$ cat src/rtl/core/polygon_edge_grid_zone_binning_assert.svh
`ifndef POLYGON_EDGE_GRID_ZONE_BINNING_ASSERT_SVH
`define POLYGON_EDGE_GRID_ZONE_BINNING_ASSERT_SVH

// same-cycle implication, sampled on clk, off during rst
`define PEGZB_ASSERT_NOW(lbl, ante, cons) \
  lbl: assert property (@(posedge clk) disable iff (rst) (ante) |-> (cons)) \
    else $error("%m: assertion failed");

// next-cycle implication
`define PEGZB_ASSERT_NEXT(lbl, ante, cons) \
  lbl: assert property (@(posedge clk) disable iff (rst) (ante) |=> (cons)) \
    else $error("%m: assertion failed");

`endif

$ cat src/rtl/core/pegzb_pkg.sv
package pegzb_pkg;

  localparam int MaxGridColumns = 16;
  localparam int MaxGridRows    = 16;
  localparam int MaxZoneSize    = 1024;
  localparam int DivSteps       = 12;
  localparam int QueueDepth     = 2;

  localparam logic [1:0] REG_ZONE_SIZE    = 2'd0;
  localparam logic [1:0] REG_GRID_COLUMNS = 2'd1;
  localparam logic [1:0] REG_GRID_ROWS    = 2'd2;

  typedef enum logic [1:0] {
    EDGE_ROW,
    EDGE_COL,
    EDGE_CROSS
  } edge_kind_t;

  typedef struct packed {
    logic signed [15:0] sx;
    logic signed [15:0] sz;
    logic signed [15:0] ex;
    logic signed [15:0] ez;
    logic [15:0]        region;
    logic signed [12:0] scx;
    logic signed [12:0] scz;
    logic signed [12:0] ecx;
    logic signed [12:0] ecz;
    edge_kind_t         kind;
  } edge_cmd_t;

  // clamped register values
  typedef struct packed {
    logic [10:0] size;
    logic [4:0]  cols;
    logic [4:0]  rows;
  } grid_cfg_t;

  typedef struct packed {
    logic full;
    logic empty;
  } queue_status_t;

  typedef enum logic [1:0] {
    F_IDLE,
    F_DIV,
    F_PUSH
  } front_state_t;

  typedef enum logic [3:0] {
    B_IDLE,
    B_LOAD,
    B_M0,
    B_M1,
    B_M2,
    B_M3,
    B_PASS1,
    B_WALK,
    B_TR,
    B_MUL,
    B_SUM,
    B_DIV,
    B_EMIT_HI,
    B_EMIT_LO,
    B_FLUSH
  } back_state_t;

endpackage

$ cat src/rtl/core/pegzb_front.sv
module pegzb_front (
  input  logic                  clk,
  input  logic                  rst,
  input  pegzb_pkg::grid_cfg_t  cfg,
  input  logic                  in_valid,
  output logic                  in_ready,
  input  logic signed [15:0]    start_x,
  input  logic signed [15:0]    start_z,
  input  logic signed [15:0]    end_x,
  input  logic signed [15:0]    end_z,
  input  logic [15:0]           region_id,
  input  pegzb_pkg::queue_status_t q_status,
  output logic                  q_push,
  output pegzb_pkg::edge_cmd_t  q_data
);

  pegzb_pkg::front_state_t state, state_next;
  logic [3:0]  cnt;
  logic [15:0] region;

  // lanes: 0 start_x, 1 start_z, 2 end_x, 3 end_z
  logic signed [15:0] lane_in  [4];
  logic signed [15:0] crd      [4];
  logic [16:0]        lane_mag [4];
  logic [11:0]        num      [4];
  logic [10:0]        rem      [4];
  logic [11:0]        quo      [4];
  logic               neg      [4];
  logic [11:0]        step_sh  [4];
  logic               step_ge  [4];
  logic [10:0]        step_rem [4];
  logic [12:0]        quo_x    [4];
  logic signed [12:0] zone     [4];

  assign lane_in[0] = start_x;
  assign lane_in[1] = start_z;
  assign lane_in[2] = end_x;
  assign lane_in[3] = end_z;

  always_comb begin
    for (int i = 0; i < 4; i++) begin
      lane_mag[i] = lane_in[i][15] ? 17'd0 - {1'b1, lane_in[i]} : {1'b0, lane_in[i]};
      step_sh[i]  = {rem[i], num[i][11]};
      step_ge[i]  = step_sh[i] >= {1'b0, cfg.size};
      step_rem[i] = step_ge[i] ? 11'(step_sh[i] - {1'b0, cfg.size}) : step_sh[i][10:0];
      quo_x[i]    = {1'b0, quo[i]};
      zone[i]     = neg[i] ? $signed(13'd0 - quo_x[i]) : $signed(quo_x[i]);
    end
  end

  always_ff @(posedge clk) begin
    if (rst) begin
      state <= pegzb_pkg::F_IDLE;
    end else begin
      state <= state_next;
    end
  end

  always_comb begin
    state_next = state;
    in_ready   = 1'b0;
    q_push     = 1'b0;
    unique case (state)
      pegzb_pkg::F_IDLE: begin
        in_ready = 1'b1;
        if (in_valid) state_next = pegzb_pkg::F_DIV;
      end
      pegzb_pkg::F_DIV: begin
        if (cnt == 4'd0) state_next = pegzb_pkg::F_PUSH;
      end
      pegzb_pkg::F_PUSH: begin
        q_push = !q_status.full;
        if (!q_status.full) state_next = pegzb_pkg::F_IDLE;
      end
      default: state_next = pegzb_pkg::F_IDLE;
    endcase
  end

  // |v|>>4 divided by zone size, one quotient bit per cycle per lane
  always_ff @(posedge clk) begin
    if (state == pegzb_pkg::F_IDLE && in_valid) begin
      region <= region_id;
      cnt    <= 4'(pegzb_pkg::DivSteps - 1);
      for (int i = 0; i < 4; i++) begin
        crd[i] <= lane_in[i];
        num[i] <= lane_mag[i][15:4];
        rem[i] <= '0;
        quo[i] <= '0;
        neg[i] <= lane_in[i][15];
      end
    end else if (state == pegzb_pkg::F_DIV) begin
      cnt <= cnt - 4'd1;
      for (int i = 0; i < 4; i++) begin
        num[i] <= {num[i][10:0], 1'b0};
        rem[i] <= step_rem[i];
        quo[i] <= {quo[i][10:0], step_ge[i]};
      end
    end
  end

  always_comb begin
    q_data.sx     = crd[0];
    q_data.sz     = crd[1];
    q_data.ex     = crd[2];
    q_data.ez     = crd[3];
    q_data.region = region;
    q_data.scx    = zone[0];
    q_data.scz    = zone[1];
    q_data.ecx    = zone[2];
    q_data.ecz    = zone[3];
    if (zone[1] == zone[3]) q_data.kind = pegzb_pkg::EDGE_ROW;
    else if (zone[0] == zone[2]) q_data.kind = pegzb_pkg::EDGE_COL;
    else q_data.kind = pegzb_pkg::EDGE_CROSS;
  end

endmodule

$ cat src/rtl/core/pegzb_queue.sv
module pegzb_queue (
  input  logic                     clk,
  input  logic                     rst,
  input  logic                     push,
  input  pegzb_pkg::edge_cmd_t     wr_data,
  input  logic                     pop,
  output pegzb_pkg::edge_cmd_t     rd_data,
  output pegzb_pkg::queue_status_t status
);

  localparam int PtrW = $clog2(pegzb_pkg::QueueDepth);

  pegzb_pkg::edge_cmd_t mem [pegzb_pkg::QueueDepth];
  logic [PtrW-1:0] wr_ptr, rd_ptr;
  logic [PtrW:0]   count;

  assign rd_data      = mem[rd_ptr];
  assign status.full  = count == (PtrW + 1)'(pegzb_pkg::QueueDepth);
  assign status.empty = count == '0;

  always_ff @(posedge clk) begin
    if (rst) begin
      wr_ptr <= '0;
      rd_ptr <= '0;
      count  <= '0;
    end else begin
      if (push) wr_ptr <= wr_ptr + 1'b1;
      if (pop)  rd_ptr <= rd_ptr + 1'b1;
      if (push && !pop) count <= count + 1'b1;
      else if (pop && !push) count <= count - 1'b1;
    end
  end

  always_ff @(posedge clk) begin
    if (push) mem[wr_ptr] <= wr_data;
  end

endmodule

$ cat src/rtl/core/pegzb_back.sv
module pegzb_back (
  input  logic                     clk,
  input  logic                     rst,
  input  pegzb_pkg::grid_cfg_t     cfg,
  input  pegzb_pkg::queue_status_t q_status,
  input  pegzb_pkg::edge_cmd_t     q_data,
  output logic                     q_pop,
  output logic                     out_valid,
  input  logic                     out_ready,
  output logic [3:0]               zone_col,
  output logic [3:0]               zone_row,
  output logic [15:0]              owner_region,
  output logic                     hit,
  output logic                     last
);

  pegzb_pkg::back_state_t state, state_next;
  pegzb_pkg::edge_cmd_t   cmd;

  logic               pass;       // 0: row boundaries, 1: column boundaries
  logic [4:0]         t, t_hi;
  logic signed [32:0] p_row, p_col;
  logic signed [31:0] d_row, d_col;
  logic signed [19:0] tr;
  logic signed [36:0] prod;
  logic [37:0]        rem;
  logic [41:0]        dsh;
  logic [3:0]         cnt;
  logic [11:0]        quo;
  logic               neg;
  logic               pend_v;
  logic [3:0]         pend_col, pend_row;

  logic [14:0]        raw;
  logic signed [16:0] dx, dz;
  logic signed [19:0] mul_a;
  logic signed [16:0] mul_b;
  logic signed [36:0] mul_p;
  logic [19:0]        traw;
  logic signed [15:0] tr_crd;
  logic signed [19:0] tr_next;
  logic signed [32:0] p_sel;
  logic signed [31:0] d_sel;
  logic signed [37:0] num_sum;
  logic [37:0]        num_abs;
  logic [31:0]        d_abs;
  logic               div_ge;
  logic [13:0]        quo_x;
  logic signed [13:0] qs;
  logic signed [13:0] cols_s, rows_s, t_s, t_m1;
  logic signed [13:0] rg_a, rg_b, rg_lim, rg_mn, rg_mx, rg_lo0, rg_lo, rg_hi;
  logic               rg_inc, rg_ok;
  logic signed [13:0] cand_col, cand_row;
  logic               emit_st, in_range, out_free, stall, adv, take;

  assign raw   = {cfg.size[10:0], 4'b0000};
  assign dx    = {cmd.sx[15], cmd.sx} - {cmd.ex[15], cmd.ex};
  assign dz    = {cmd.sz[15], cmd.sz} - {cmd.ez[15], cmd.ez};

  // shared multiplier for the M0-M3 and MUL steps, result always registered
  always_comb begin
    case (state)
      pegzb_pkg::B_M0: begin mul_a = 20'(cmd.ex); mul_b = dz; end
      pegzb_pkg::B_M1: begin mul_a = 20'(cmd.ez); mul_b = dx; end
      pegzb_pkg::B_M2: begin mul_a = $signed({5'b0, raw}); mul_b = dz; end
      pegzb_pkg::B_M3: begin mul_a = $signed({5'b0, raw}); mul_b = dx; end
      default: begin mul_a = tr; mul_b = pass ? dz : dx; end
    endcase
  end
  assign mul_p = mul_a * mul_b;

  assign traw    = {15'b0, t} * {5'b0, raw};
  assign tr_crd  = pass ? cmd.ex : cmd.ez;
  assign tr_next = $signed(traw) - 20'(tr_crd);

  assign p_sel   = pass ? p_col : p_row;
  assign d_sel   = pass ? d_col : d_row;
  assign num_sum = 38'(p_sel) + 38'(prod);
  assign num_abs = num_sum[37] ? 38'd0 - num_sum : num_sum;
  assign d_abs   = d_sel[31] ? 32'd0 - d_sel : d_sel;
  assign div_ge  = {4'b0, rem} >= dsh;
  assign quo_x   = {2'b0, quo};
  assign qs      = neg ? $signed(14'd0 - quo_x) : $signed(quo_x);

  assign cols_s = $signed({9'b0, cfg.cols});
  assign rows_s = $signed({9'b0, cfg.rows});
  assign t_s    = $signed({9'b0, t});
  assign t_m1   = t_s - 14'sd1;

  // clamped boundary or zone range for the next walk
  always_comb begin
    rg_a   = 14'(cmd.scx);
    rg_b   = 14'(cmd.ecx);
    rg_lim = cols_s;
    rg_inc = 1'b1;
    case (state)
      pegzb_pkg::B_LOAD: begin
        rg_inc = 1'b0;
        if (cmd.kind == pegzb_pkg::EDGE_COL) begin
          rg_a   = 14'(cmd.scz);
          rg_b   = 14'(cmd.ecz);
          rg_lim = rows_s - 14'sd1;
        end else begin
          rg_lim = cols_s - 14'sd1;
        end
      end
      pegzb_pkg::B_M3: begin
        rg_a   = 14'(cmd.scz);
        rg_b   = 14'(cmd.ecz);
        rg_lim = rows_s;
      end
      default: ;
    endcase
    rg_mn  = (rg_a < rg_b) ? rg_a : rg_b;
    rg_mx  = (rg_a < rg_b) ? rg_b : rg_a;
    rg_lo0 = rg_mn + (rg_inc ? 14'sd1 : 14'sd0);
    rg_lo  = (rg_lo0 < 14'sd0) ? 14'sd0 : rg_lo0;
    rg_hi  = (rg_mx < rg_lim) ? rg_mx : rg_lim;
    rg_ok  = rg_lo <= rg_hi;
  end

  always_comb begin
    cand_col = t_s;
    cand_row = t_s;
    case (state)
      pegzb_pkg::B_WALK: begin
        if (cmd.kind == pegzb_pkg::EDGE_COL) cand_col = 14'(cmd.scx);
        else cand_row = 14'(cmd.scz);
      end
      pegzb_pkg::B_EMIT_HI: begin
        if (pass) cand_row = qs;
        else cand_col = qs;
      end
      pegzb_pkg::B_EMIT_LO: begin
        if (pass) begin
          cand_col = t_m1;
          cand_row = qs;
        end else begin
          cand_col = qs;
          cand_row = t_m1;
        end
      end
      default: ;
    endcase
  end

  assign emit_st  = state == pegzb_pkg::B_WALK || state == pegzb_pkg::B_EMIT_HI ||
                    state == pegzb_pkg::B_EMIT_LO;
  assign in_range = cand_col >= 14'sd0 && cand_col < cols_s &&
                    cand_row >= 14'sd0 && cand_row < rows_s;
  assign out_free = !out_valid || out_ready;
  // a hit is held back one step so the final one can carry last
  assign stall    = emit_st && in_range && pend_v && !out_free;
  assign adv      = emit_st && !stall;
  assign take     = emit_st && in_range && !stall;

  always_ff @(posedge clk) begin
    if (rst) begin
      state <= pegzb_pkg::B_IDLE;
    end else begin
      state <= state_next;
    end
  end

  always_comb begin
    state_next = state;
    q_pop      = 1'b0;
    unique case (state)
      pegzb_pkg::B_IDLE: begin
        q_pop = !q_status.empty;
        if (!q_status.empty) state_next = pegzb_pkg::B_LOAD;
      end
      pegzb_pkg::B_LOAD: begin
        if (cmd.kind == pegzb_pkg::EDGE_CROSS) state_next = pegzb_pkg::B_M0;
        else if (rg_ok) state_next = pegzb_pkg::B_WALK;
        else state_next = pegzb_pkg::B_FLUSH;
      end
      pegzb_pkg::B_M0: state_next = pegzb_pkg::B_M1;
      pegzb_pkg::B_M1: state_next = pegzb_pkg::B_M2;
      pegzb_pkg::B_M2: state_next = pegzb_pkg::B_M3;
      pegzb_pkg::B_M3: state_next = rg_ok ? pegzb_pkg::B_TR : pegzb_pkg::B_PASS1;
      pegzb_pkg::B_PASS1: state_next = rg_ok ? pegzb_pkg::B_TR : pegzb_pkg::B_FLUSH;
      pegzb_pkg::B_WALK: begin
        if (adv && t == t_hi) state_next = pegzb_pkg::B_FLUSH;
      end
      pegzb_pkg::B_TR:  state_next = pegzb_pkg::B_MUL;
      pegzb_pkg::B_MUL: state_next = pegzb_pkg::B_SUM;
      pegzb_pkg::B_SUM: state_next = pegzb_pkg::B_DIV;
      pegzb_pkg::B_DIV: begin
        if (cnt == 4'd0) state_next = pegzb_pkg::B_EMIT_HI;
      end
      pegzb_pkg::B_EMIT_HI: begin
        if (adv) state_next = pegzb_pkg::B_EMIT_LO;
      end
      pegzb_pkg::B_EMIT_LO: begin
        if (adv) begin
          if (t != t_hi) state_next = pegzb_pkg::B_TR;
          else if (pass) state_next = pegzb_pkg::B_FLUSH;
          else state_next = pegzb_pkg::B_PASS1;
        end
      end
      pegzb_pkg::B_FLUSH: begin
        if (out_free) state_next = pegzb_pkg::B_IDLE;
      end
      default: state_next = pegzb_pkg::B_IDLE;
    endcase
  end

  always_ff @(posedge clk) begin
    case (state)
      pegzb_pkg::B_IDLE: begin
        if (!q_status.empty) cmd <= q_data;
      end
      pegzb_pkg::B_LOAD: begin
        pass <= 1'b0;
        t    <= rg_lo[4:0];
        t_hi <= rg_hi[4:0];
      end
      pegzb_pkg::B_M0: p_row <= mul_p[32:0];
      pegzb_pkg::B_M1: p_col <= mul_p[32:0];
      pegzb_pkg::B_M2: d_row <= mul_p[31:0];
      pegzb_pkg::B_M3: begin
        d_col <= mul_p[31:0];
        t     <= rg_lo[4:0];
        t_hi  <= rg_hi[4:0];
      end
      pegzb_pkg::B_PASS1: begin
        pass <= 1'b1;
        t    <= rg_lo[4:0];
        t_hi <= rg_hi[4:0];
      end
      pegzb_pkg::B_TR:  tr   <= tr_next;
      pegzb_pkg::B_MUL: prod <= mul_p;
      pegzb_pkg::B_SUM: begin
        rem <= num_abs;
        dsh <= {d_abs[30:0], 11'b0};
        neg <= num_sum[37] ^ d_sel[31];
        quo <= '0;
        cnt <= 4'(pegzb_pkg::DivSteps - 1);
      end
      pegzb_pkg::B_DIV: begin
        if (div_ge) rem <= rem - dsh[37:0];
        quo <= {quo[10:0], div_ge};
        dsh <= {1'b0, dsh[41:1]};
        cnt <= cnt - 4'd1;
      end
      pegzb_pkg::B_WALK, pegzb_pkg::B_EMIT_LO: begin
        if (adv && t != t_hi) t <= t + 5'd1;
      end
      default: ;
    endcase
  end

  always_ff @(posedge clk) begin
    if (rst) begin
      out_valid <= 1'b0;
      pend_v    <= 1'b0;
    end else begin
      if (out_valid && out_ready) out_valid <= 1'b0;
      if (take) begin
        pend_v <= 1'b1;
        if (pend_v) out_valid <= 1'b1;
      end
      if (state == pegzb_pkg::B_FLUSH && out_free) begin
        out_valid <= 1'b1;
        pend_v    <= 1'b0;
      end
    end
  end

  always_ff @(posedge clk) begin
    if (take) begin
      pend_col <= cand_col[3:0];
      pend_row <= cand_row[3:0];
      if (pend_v) begin
        zone_col     <= pend_col;
        zone_row     <= pend_row;
        owner_region <= cmd.region;
        hit          <= 1'b1;
        last         <= 1'b0;
      end
    end
    if (state == pegzb_pkg::B_FLUSH && out_free) begin
      zone_col     <= pend_v ? pend_col : 4'd0;
      zone_row     <= pend_v ? pend_row : 4'd0;
      owner_region <= cmd.region;
      hit          <= pend_v;
      last         <= 1'b1;
    end
  end

endmodule

$ cat src/rtl/core/polygon_edge_grid_zone_binning.sv
// Edge to grid zone binner. Each accepted edge beat (Q12.4 endpoints plus
// region id) yields the zones it touches as a run of result beats, the
// final one flagged with last; an edge touching nothing yields one beat with
// hit low. The front stage takes one edge at a time and runs the four
// endpoint zone divides, one quotient bit per cycle, then pushes the edge,
// waiting while the queue is full. A two-entry queue feeds the back stage,
// which emits one zone per cycle while the receiver is ready on edges that
// stay in one zone row or column, after a load step and with a flush step
// to finish. Other edges take four multiplier setup steps, then per crossed
// zone boundary three steps to form the numerator, a 12-step serial divide
// and two emit steps, at most 34 boundaries; a stalled receiver holds emits.
// Configuration is sampled as is and must only change while the block is idle.
`include "polygon_edge_grid_zone_binning_assert.svh"

module polygon_edge_grid_zone_binning (
  input  logic               clk,
  input  logic               rst,
  input  logic               cfg_we,
  input  logic [1:0]         cfg_index,
  input  logic [10:0]        cfg_data,
  input  logic               in_valid,
  output logic               in_ready,
  input  logic signed [15:0] start_x,
  input  logic signed [15:0] start_z,
  input  logic signed [15:0] end_x,
  input  logic signed [15:0] end_z,
  input  logic [15:0]        region_id,
  output logic               out_valid,
  input  logic               out_ready,
  output logic [3:0]         zone_col,
  output logic [3:0]         zone_row,
  output logic [15:0]        owner_region,
  output logic               hit,
  output logic               last
);

  logic [10:0] zone_size;
  logic [4:0]  grid_columns, grid_rows;
  pegzb_pkg::grid_cfg_t     cfg;
  pegzb_pkg::edge_cmd_t     q_wr, q_rd;
  pegzb_pkg::queue_status_t q_status;
  logic q_push, q_pop;

  always_ff @(posedge clk) begin
    if (rst) begin
      zone_size    <= 11'd64;
      grid_columns <= 5'd16;
      grid_rows    <= 5'd16;
    end else if (cfg_we) begin
      unique case (cfg_index)
        pegzb_pkg::REG_ZONE_SIZE:    zone_size    <= cfg_data;
        pegzb_pkg::REG_GRID_COLUMNS: grid_columns <= cfg_data[4:0];
        pegzb_pkg::REG_GRID_ROWS:    grid_rows    <= cfg_data[4:0];
        default: ;
      endcase
    end
  end

  always_comb begin
    if (zone_size == 11'd0) cfg.size = 11'd1;
    else if (zone_size > 11'(pegzb_pkg::MaxZoneSize)) cfg.size = 11'(pegzb_pkg::MaxZoneSize);
    else cfg.size = zone_size;
    cfg.cols = (grid_columns > 5'(pegzb_pkg::MaxGridColumns)) ?
               5'(pegzb_pkg::MaxGridColumns) : grid_columns;
    cfg.rows = (grid_rows > 5'(pegzb_pkg::MaxGridRows)) ?
               5'(pegzb_pkg::MaxGridRows) : grid_rows;
  end

  pegzb_front u_front (
    .clk       (clk),
    .rst       (rst),
    .cfg       (cfg),
    .in_valid  (in_valid),
    .in_ready  (in_ready),
    .start_x   (start_x),
    .start_z   (start_z),
    .end_x     (end_x),
    .end_z     (end_z),
    .region_id (region_id),
    .q_status  (q_status),
    .q_push    (q_push),
    .q_data    (q_wr)
  );

  pegzb_queue u_queue (
    .clk     (clk),
    .rst     (rst),
    .push    (q_push),
    .wr_data (q_wr),
    .pop     (q_pop),
    .rd_data (q_rd),
    .status  (q_status)
  );

  pegzb_back u_back (
    .clk          (clk),
    .rst          (rst),
    .cfg          (cfg),
    .q_status     (q_status),
    .q_data       (q_rd),
    .q_pop        (q_pop),
    .out_valid    (out_valid),
    .out_ready    (out_ready),
    .zone_col     (zone_col),
    .zone_row     (zone_row),
    .owner_region (owner_region),
    .hit          (hit),
    .last         (last)
  );

  `PEGZB_ASSERT_NOW(a_nohit_is_last, out_valid && !hit, last)
  `PEGZB_ASSERT_NEXT(a_front_busy_after_accept, in_valid && in_ready, !in_ready)
  `PEGZB_ASSERT_NOW(a_no_push_when_full, q_status.full, !q_push)

endmodule
$ cat config.mk
export PLATFORM = sky130hd
export DESIGN_NAME = polygon_edge_grid_zone_binning
export DESIGN_NICKNAME = d
export VERILOG_FILES = /design/src/rtl/core/pegzb_pkg.sv /design/src/rtl/core/pegzb_front.sv /design/src/rtl/core/pegzb_queue.sv /design/src/rtl/core/pegzb_back.sv /design/src/rtl/core/polygon_edge_grid_zone_binning.sv
export VERILOG_INCLUDE_DIRS = /design/src /design/src/rtl/core
export SDC_FILE = /design/constraint.sdc
export NUM_CORES = 2
export LEC_CHECK = 0
export ABC_AREA = 1
export BUFFER_PORTS_ARGS = -buffer_cell sky130_fd_sc_hd__buf_4
export CORE_MARGIN = 2
export CORE_UTILIZATION = 35
export CTS_CLUSTER_DIAMETER = 120
export DETAILED_ROUTE_END_ITERATION = 10
export HOLD_SLACK_MARGIN = 0.06
export PLACE_DENSITY_LB_ADDON = 0.3
export SLEW_MARGIN = 20
export SYNTH_ARGS = -nofsm -noshare
export SYNTH_HDL_FRONTEND = slang
export SYNTH_HIERARCHICAL = 1
export SYNTH_SLANG_ARGS = --single-unit
export TNS_END_PERCENT = 30
$ cat constraint.sdc
create_clock -name clk -period 16.7 [get_ports clk]
set_input_delay 2.505 -clock clk [delete_from_list [all_inputs] [get_ports clk]]
set_output_delay 2.505 -clock clk [all_outputs]
set_load 0.02 [all_outputs]
Word-level counts from Yosys, hierarchy flattened
Memory sizes are Yosys's and may differ from the RTL's. A register that Yosys moved wholly into a read port is not among the register bits.
Cells that the tools add are included.
{"block": "op_classes", "n_addsub": 31, "n_reduce_logical": 54, "n_eq_ne": 36, "multipliers": 2, "bitwise": 14, "mux": 113, "magnitude_cmp": 16}
{"cell": "2-to-1 mux 14 bit", "n": 14}
{"cell": "2-to-1 mux 16 bit", "n": 8}
{"cell": "2-to-1 mux 11 bit", "n": 10}
{"cell": "2-to-1 mux 12 bit", "n": 8}
{"cell": "case mux 14 bit (2 select lines)", "n": 3}
{"cell": "case mux 14 bit (3 select lines)", "n": 2}
{"cell": "case mux 42 bit (2 select lines)", "n": 1}
{"cell": "2-to-1 mux 38 bit", "n": 2}
{"cell": "2-to-1 mux 4 bit", "n": 19}
{"cell": "case mux 38 bit (2 select lines)", "n": 1}
{"cell": "subtractor 1 x 12 -> 13 bit, first input constant", "n": 5}
{"cell": "subtractor 1 x 16 -> 16 bit, first input constant", "n": 4}
{"cell": "case mux 20 bit (3 select lines)", "n": 1}
{"cell": "case mux 4 bit (15 select lines)", "n": 1}
{"cell": "2-to-1 mux 13 bit", "n": 4}
{"cell": "greater-or-equal comparator 12 x 11 -> 1 bit", "n": 4}
{"cell": "subtractor 11 bit", "n": 4}
{"cell": "greater-or-equal comparator 38 x 42 -> 1 bit", "n": 1}
{"cell": "adder 33 x 37 -> 38 bit", "n": 1}
{"cell": "subtractor 1 x 38 -> 38 bit, first input constant", "n": 1}
{"cell": "subtractor 38 bit", "n": 1}
{"cell": "multiplier 20 x 17 -> 37 bit", "n": 1}
{"cell": "case mux 17 bit (2 select lines)", "n": 1}
{"cell": "subtractor 16 x 16 -> 17 bit", "n": 2}
{"cell": "56 further kinds", "n": 167}
{"block": "totals", "word_cells": 305, "mem_bits_rw": 476, "ff_bits": 382, "output_inout_bits": 28, "mem_count": 6}
{"memory": "u_queue.mem", "words": 2, "word_bits": 134, "rd": 1, "rd_clocked_by_memory_dff": 1, "wr": 1, "line_no": "pegzb_queue.sv:13", "source": "pegzb_pkg::edge_cmd_t mem [pegzb_pkg::QueueDepth];"}
{"memory": "u_front.crd", "words": 4, "word_bits": 16, "rd": 4, "rd_clocked_by_memory_dff": 0, "wr": 4, "line_no": "pegzb_front.sv:23", "source": "logic signed [15:0] crd [4];"}
{"memory": "u_front.num", "words": 4, "word_bits": 12, "rd": 4, "rd_clocked_by_memory_dff": 0, "wr": 4, "line_no": "pegzb_front.sv:25", "source": "logic [11:0] num [4];"}
{"memory": "u_front.quo", "words": 4, "word_bits": 12, "rd": 4, "rd_clocked_by_memory_dff": 0, "wr": 4, "line_no": "pegzb_front.sv:27", "source": "logic [11:0] quo [4];"}
{"memory": "u_front.rem", "words": 4, "word_bits": 11, "rd": 4, "rd_clocked_by_memory_dff": 0, "wr": 4, "line_no": "pegzb_front.sv:26", "source": "logic [10:0] rem [4];"}
{"memory": "u_front.neg", "words": 4, "word_bits": 1, "rd": 4, "rd_clocked_by_memory_dff": 0, "wr": 4, "line_no": "pegzb_front.sv:28", "source": "logic neg [4];"}

Longest topological paths before layout
{"block": "logic_depth", "ltp_word": 16, "mapped_depth": 53, "depth_no_buf": 48}

Hierarchy
The synthesis kept the hierarchy.
{"mod": "pegzb_back", "area_per_inst_um2": 42112.9, "instances": 1, "cells_each": 4795, "seq_area_each_um2": 14013.4}
{"mod": "pegzb_front", "area_per_inst_um2": 13414.1, "instances": 1, "cells_each": 1560, "seq_area_each_um2": 6696.4}
{"mod": "pegzb_queue", "area_per_inst_um2": 10133.5, "instances": 1, "cells_each": 450, "seq_area_each_um2": 8147.8}
{"mod": "polygon_edge_grid_zone_binning", "area_per_inst_um2": 948.4, "instances": 1, "cells_each": 137, "seq_area_each_um2": 420.4}

Least setup slack after synthesis
No wires, ideal clock.
{"block": "synth_timing", "path_type": "register to register", "startpoint": "register u_back.state[0]", "endpoint": "register u_queue.count[1]", "setup_time_ns": 0.064, "path_stages_with_launch": 12, "synth_period_minus_slack_ns": 11.281, "arrival_time_ns": 11.217, "required_ns": 16.636, "slack_ns": 5.419, "path_cell_list": "dfxtp_1 -> buf_4 -> nor2_1 -> inv_1 -> nor3_1 -> inv_1 -> ha_1 -> inv_1 -> nand3_1 -> nand2_1 -> inv_1 -> nor2_1"}
{"block": "synth_via", "elab_chain_cells": 5}
{"item": "from (decl)", "line_no": "pegzb_back.sv:17", "source": "pegzb_pkg::back_state_t state, state_next;"}
{"item": "from (signal assigned)", "line_no": "pegzb_back.sv:159", "source": "state <= pegzb_pkg::B_IDLE;"}
{"item": "from (signal assigned)", "line_no": "pegzb_back.sv:161", "source": "state <= state_next;"}
{"item": "logical NOT 4 bit *", "line_no": "pegzb_back.sv:168", "source": "unique case (state)"}
{"item": "2-to-1 mux 1 bit *", "line_no": "pegzb_back.sv:168"}
{"item": "via q_pop", "line_no": "polygon_edge_grid_zone_binning.sv:42", "source": "logic q_push, q_pop;"}
{"item": "logical NOT 1 bit", "line_no": "pegzb_queue.sv:29", "source": "if (push && !pop) count <= count + 1'b1;"}
{"item": "logical AND 1 bit", "line_no": "pegzb_queue.sv:29"}
{"item": "2-to-1 mux 2 bit / nonzero test 2 bit (equally long branches)"}
{"item": "to (signal assigned)", "line_no": "pegzb_queue.sv:29"}
{"item": "to (signal assigned)", "line_no": "pegzb_queue.sv:30", "source": "else if (pop && !push) count <= count - 1'b1;"}
{"item": "to (decl)", "line_no": "pegzb_queue.sv:15", "source": "logic [PtrW:0] count;"}
Mark *: on every way through the listed nets, which the timed path passes. The rest lies on a longest branch.
A chain may end at the register's enable or synchronous reset.

Final worst setup path
{"block": "layout_timing", "startpoint": "register u_back/cmd[86] (netlist bit)", "endpoint": "register u_back.prod[34], data pin"}
{"block": "layout_via", "elab_chain_cells": 4}
{"item": "from (decl)", "line_no": "pegzb_back.sv:18", "source": "pegzb_pkg::edge_cmd_t cmd;"}
{"item": "from (signal assigned)", "line_no": "pegzb_back.sv:212", "source": "if (!q_status.empty) cmd <= q_data;"}
{"item": "subtractor 16 x 16 -> 17 bit", "line_no": "pegzb_back.sv:57", "source": "assign dx = {cmd.sx[15], cmd.sx} - {cmd.ex[15], cmd.ex};"}
{"item": "2-to-1 mux 17 bit", "line_no": "pegzb_back.sv:67", "source": "default: begin mul_a = tr; mul_b = pass ? dz : dx; end"}
{"item": "case mux 17 bit (2 select lines)", "line_no": "pegzb_back.sv:62", "source": "case (state)"}
{"item": "multiplier 20 x 17 -> 37 bit *", "line_no": "pegzb_back.sv:70", "source": "assign mul_p = mul_a * mul_b;"}
{"item": "via u_back.mul_p[34]", "line_no": "pegzb_back.sv:38", "source": "logic signed [36:0] mul_p;"}
{"item": "to (signal assigned)", "line_no": "pegzb_back.sv:233", "source": "pegzb_pkg::B_MUL: prod <= mul_p;"}
{"item": "to (decl)", "line_no": "pegzb_back.sv:25", "source": "logic signed [36:0] prod;"}
Marks and branches as above.

==> results.toml <==
[layout]
fillers = 18627
seq_area_mm2 = 0.02928
utilization_pct = 38.95
syn2layout_area_growth_pct = 10.86
fin_area_mm2 = 0.07384
drive_gt1_share_pct = 9.578
nets = 7867
multi_input_area_mm2 = 0.03237
num_antenna_cells = 0

[placement]
placed_cell_area_mm2 = 0.07029
hpwl_um = 134300
io_buffers = 125
post-place-ws_ps = 6315
place.gp.congestion = 0.9350

[floorplan]
die_h_um = 440.2
die_x_um = 440.2
fp-row-count = 160
core-area_mm2 = 0.1896
start_util_pct = 35.13
pin_count = 126
dieArea_mm2 = 0.1938

[synthesis]
synth_cell_type_count = 77
synth_flop_cell = "edfxtp_1"
synth-edff-count = 947
syn_area_per_cell_um2 = 9.595
synth_area_mm2 = 0.06661
synth_top_area_share_pct = 42.69
synth_area_leaders = "edfxtp_1 (43%), fa_1 (11%), nand2_1 (8.0%), ha_1 (6.4%), inv_1 (6.0%)"
yosysSeqAreaShare_pct = 43.96
synthArstFlopShare_pct = 0
synth.most_common_cell = "nand2_1"
synth_nets = 7757
yosys_warnings = 6
synth-seq-cells = 989
synthAdderAreaFrac_pct = 17.71
synthXorXnorAreaFrac_pct = 2.876
synth_compound_area_share_pct = 8.423
synthSimpleGateAreaFrac_pct = 16.24
synth_commonest_cells = "nand2_1 (1414), inv_1 (1071), edfxtp_1 (947)"
synth_top_family_by_area = "adder cells"
syn_inst = 6942
yosysTopAreaCell = "edfxtp_1"
synth_mux_area_share_pct = 3.190

[grt]
grt_pass1_vias = 47478
grt_overflow_total = 0
antenna_found_initial = 2
grtUsageTotal_pct = 18.19
grt_max_degree = 82
grt_pass1_wl_um = 274700

[timing]
rsz0062_at_grt = "false"
maxClockFrequency_mhz = 96.54
maxSlewViolCount = 0
fin_setup_tns_ps = 0
skew_ps = 100.4
maxSlewHeadroom_pct = 22.85
worst_pin_slew_ps = 1145
hold_viol = 0
finalSetupViolCount = 0
min_period_ps = 10360
final.period_utilization_pct = 62.03
worst_slack_ps = 6341

[hold_path]
hp-class = "reg -> reg"
min_from = "u_back/cmd[64]"
hold_depth = 0
min_to = "u_back/owner_region[10]"

[clock_tree]
cts_sinks = 989
clockBufferDepth = 3
cts.clk_slew.worst_paths_ps = 60
cts_hold_buf = 0
cts_root_buf = "clkbuf_16"
cts_inserted_buffers = 109
cts_resized = 0
h-tree-depth = 3
cts_tree = "built"
post_cts_buffers = 0
insertion_delay_ps = 760

[setup_path]
regToRegStartpoint = "u_back/cmd[86]"
rr_endpoint = "u_back/prod[34]"
worstPathRequired_ps = 17110
reg2reg_depth = 46
cp-end-kind = "flop"
arrival_ps = 10770
start_kind = "flop"
crit_slowest_cell = "fa_1"
worst-setup-path-type = "reg -> reg"
cp_max_fo = 17
max_stage_delay_ps = 540
reg2reg_slack_ps = 6340

[drt]
drt-met1-wl_um = 78920
route.met3.wl_um = 8329
drt_wl_total_um = 176200
wl_met2_um = 84270
firstDrtPassIters = 6
wl_per_cell_um = 18.26
top_layer = "met5"
num_vias = 47805
remaining_drc_errors = 0
postRouteAntennaNets = 0
drt_iter0_markers = 3604
routed_via_density = 4.953

[outcome]
outcome = "finished, final reports clean"

[job]
drv_cap = 0
kinds of logic (layout without fill, tap and decap cells):
kind of cell / Yosys count / count (layout)
DFF: 989 / 989
adders and majority gates: 717 / 717
muxes: 172 / 172
buffers and inverters: 1280 / 1479
xor gates and xnor gates: 217 / 217
AOI/OAI and AO/OA: 997 / 997
and+or+nand+nor: 2570 / 2570
cells in the final DEF (no fill, tap or decap), types with 59 or more instances in the layout:
| cell type | n |
|---|---|
| a21oi_1 | 375 |
| xor2_1 | 144 |
| edfxtp_1 | 947 |
| nand3_1 | 244 |
| mux2_2 | 82 |
| nand2_1 | 1413 |
| clkbuf_16 | 111 |
| mux2_4 | 60 |
| xnor2_1 | 71 |
| buf_4 | 181 |
| inv_1 | 1069 |
| o21ai_1 | 59 |
| o21ai_0 | 350 |
| nor3_1 | 62 |
| nor2_1 | 623 |
| ha_1 | 341 |
| fa_1 | 376 |
worst max path at each step:
stage | to | slack [ps] | cells after the start | from
global placement | u_back/prod[34] | 6350 | 46 | u_back/cmd[86]
CTS | u_back/prod[34] | 6210 | 46 | u_back/cmd[86]
finish | u_back/prod[34] | 6340 | 46 | u_back/cmd[86]
floorplan | u_queue/count[1] | 5420 | 11 | u_back/state[0]
global route | u_back/prod[34] | 5420 | 46 | u_back/cmd[70]
detailed placement | u_back/prod[34] | 6310 | 32 | u_back/state[0]
metrics by stage:
| step | hold WS [ps] | instances |
|---|---|---|
| finish | 416.7 | 9652 |
| detailed placement | 404.5 | 9452 |
| global route | 423.2 | 9652 |
| CTS | 418.9 | 9652 |
| global placement | 402.1 | 9452 |
| floorplan | 400.3 | 6942 |
worst max-delay path: cells and delay by family (launching register included):
| kind | cells | cell delay (ps) |
|---|---|---|
| adders and majority gates | 9 | 3750 |
| buffers and inverters | 8 | 820 |
| xor gates and xnor gates | 1 | 140 |
| DFF | 1 | 420 |
| and+or+nand+nor | 15 | 1950 |
| AOI/OAI and AO/OA | 13 | 2900 |
area by class of cell:
type / instances / share of cell area (%)
inverter: 1098 / 5.598
multi-input combinational: 4673 / 43.84
sequential: 989 / 39.65
clock inverter: 65 / 0.9133
clock buffer: 135 / 3.897
tap: 2511 / 4.255
timing repair buffer: 181 / 1.840
per-layer routing:
metal,vias up,global-route usage (%)
li1,23104,-
met4,2,5.021
met3,228,2.147
met2,1209,30.62
met5,-,0
met1,23262,24.66
state kept, by name, summed over array words and instances (netlist names), 11 cells and up, named ones only:
name and flops:
u_queue/mem 268, u_back/cmd 134, u_front/crd 64, u_front/num 48, u_front/quo 48, u_front/rem 44, u_back/dsh 42, u_back/rem 38
u_back/prod 37, u_back/p_col 33, u_back/p_row 33, u_back/d_col 32, u_back/d_row 32, u_back/tr 20, u_back/owner_region 16, u_front/region 16
u_back/quo 12, zone_size 11
Power is left out: the tool's default activity adds up to more than one toggle a clock period on the data nets, which glitch-free logic cannot reach.
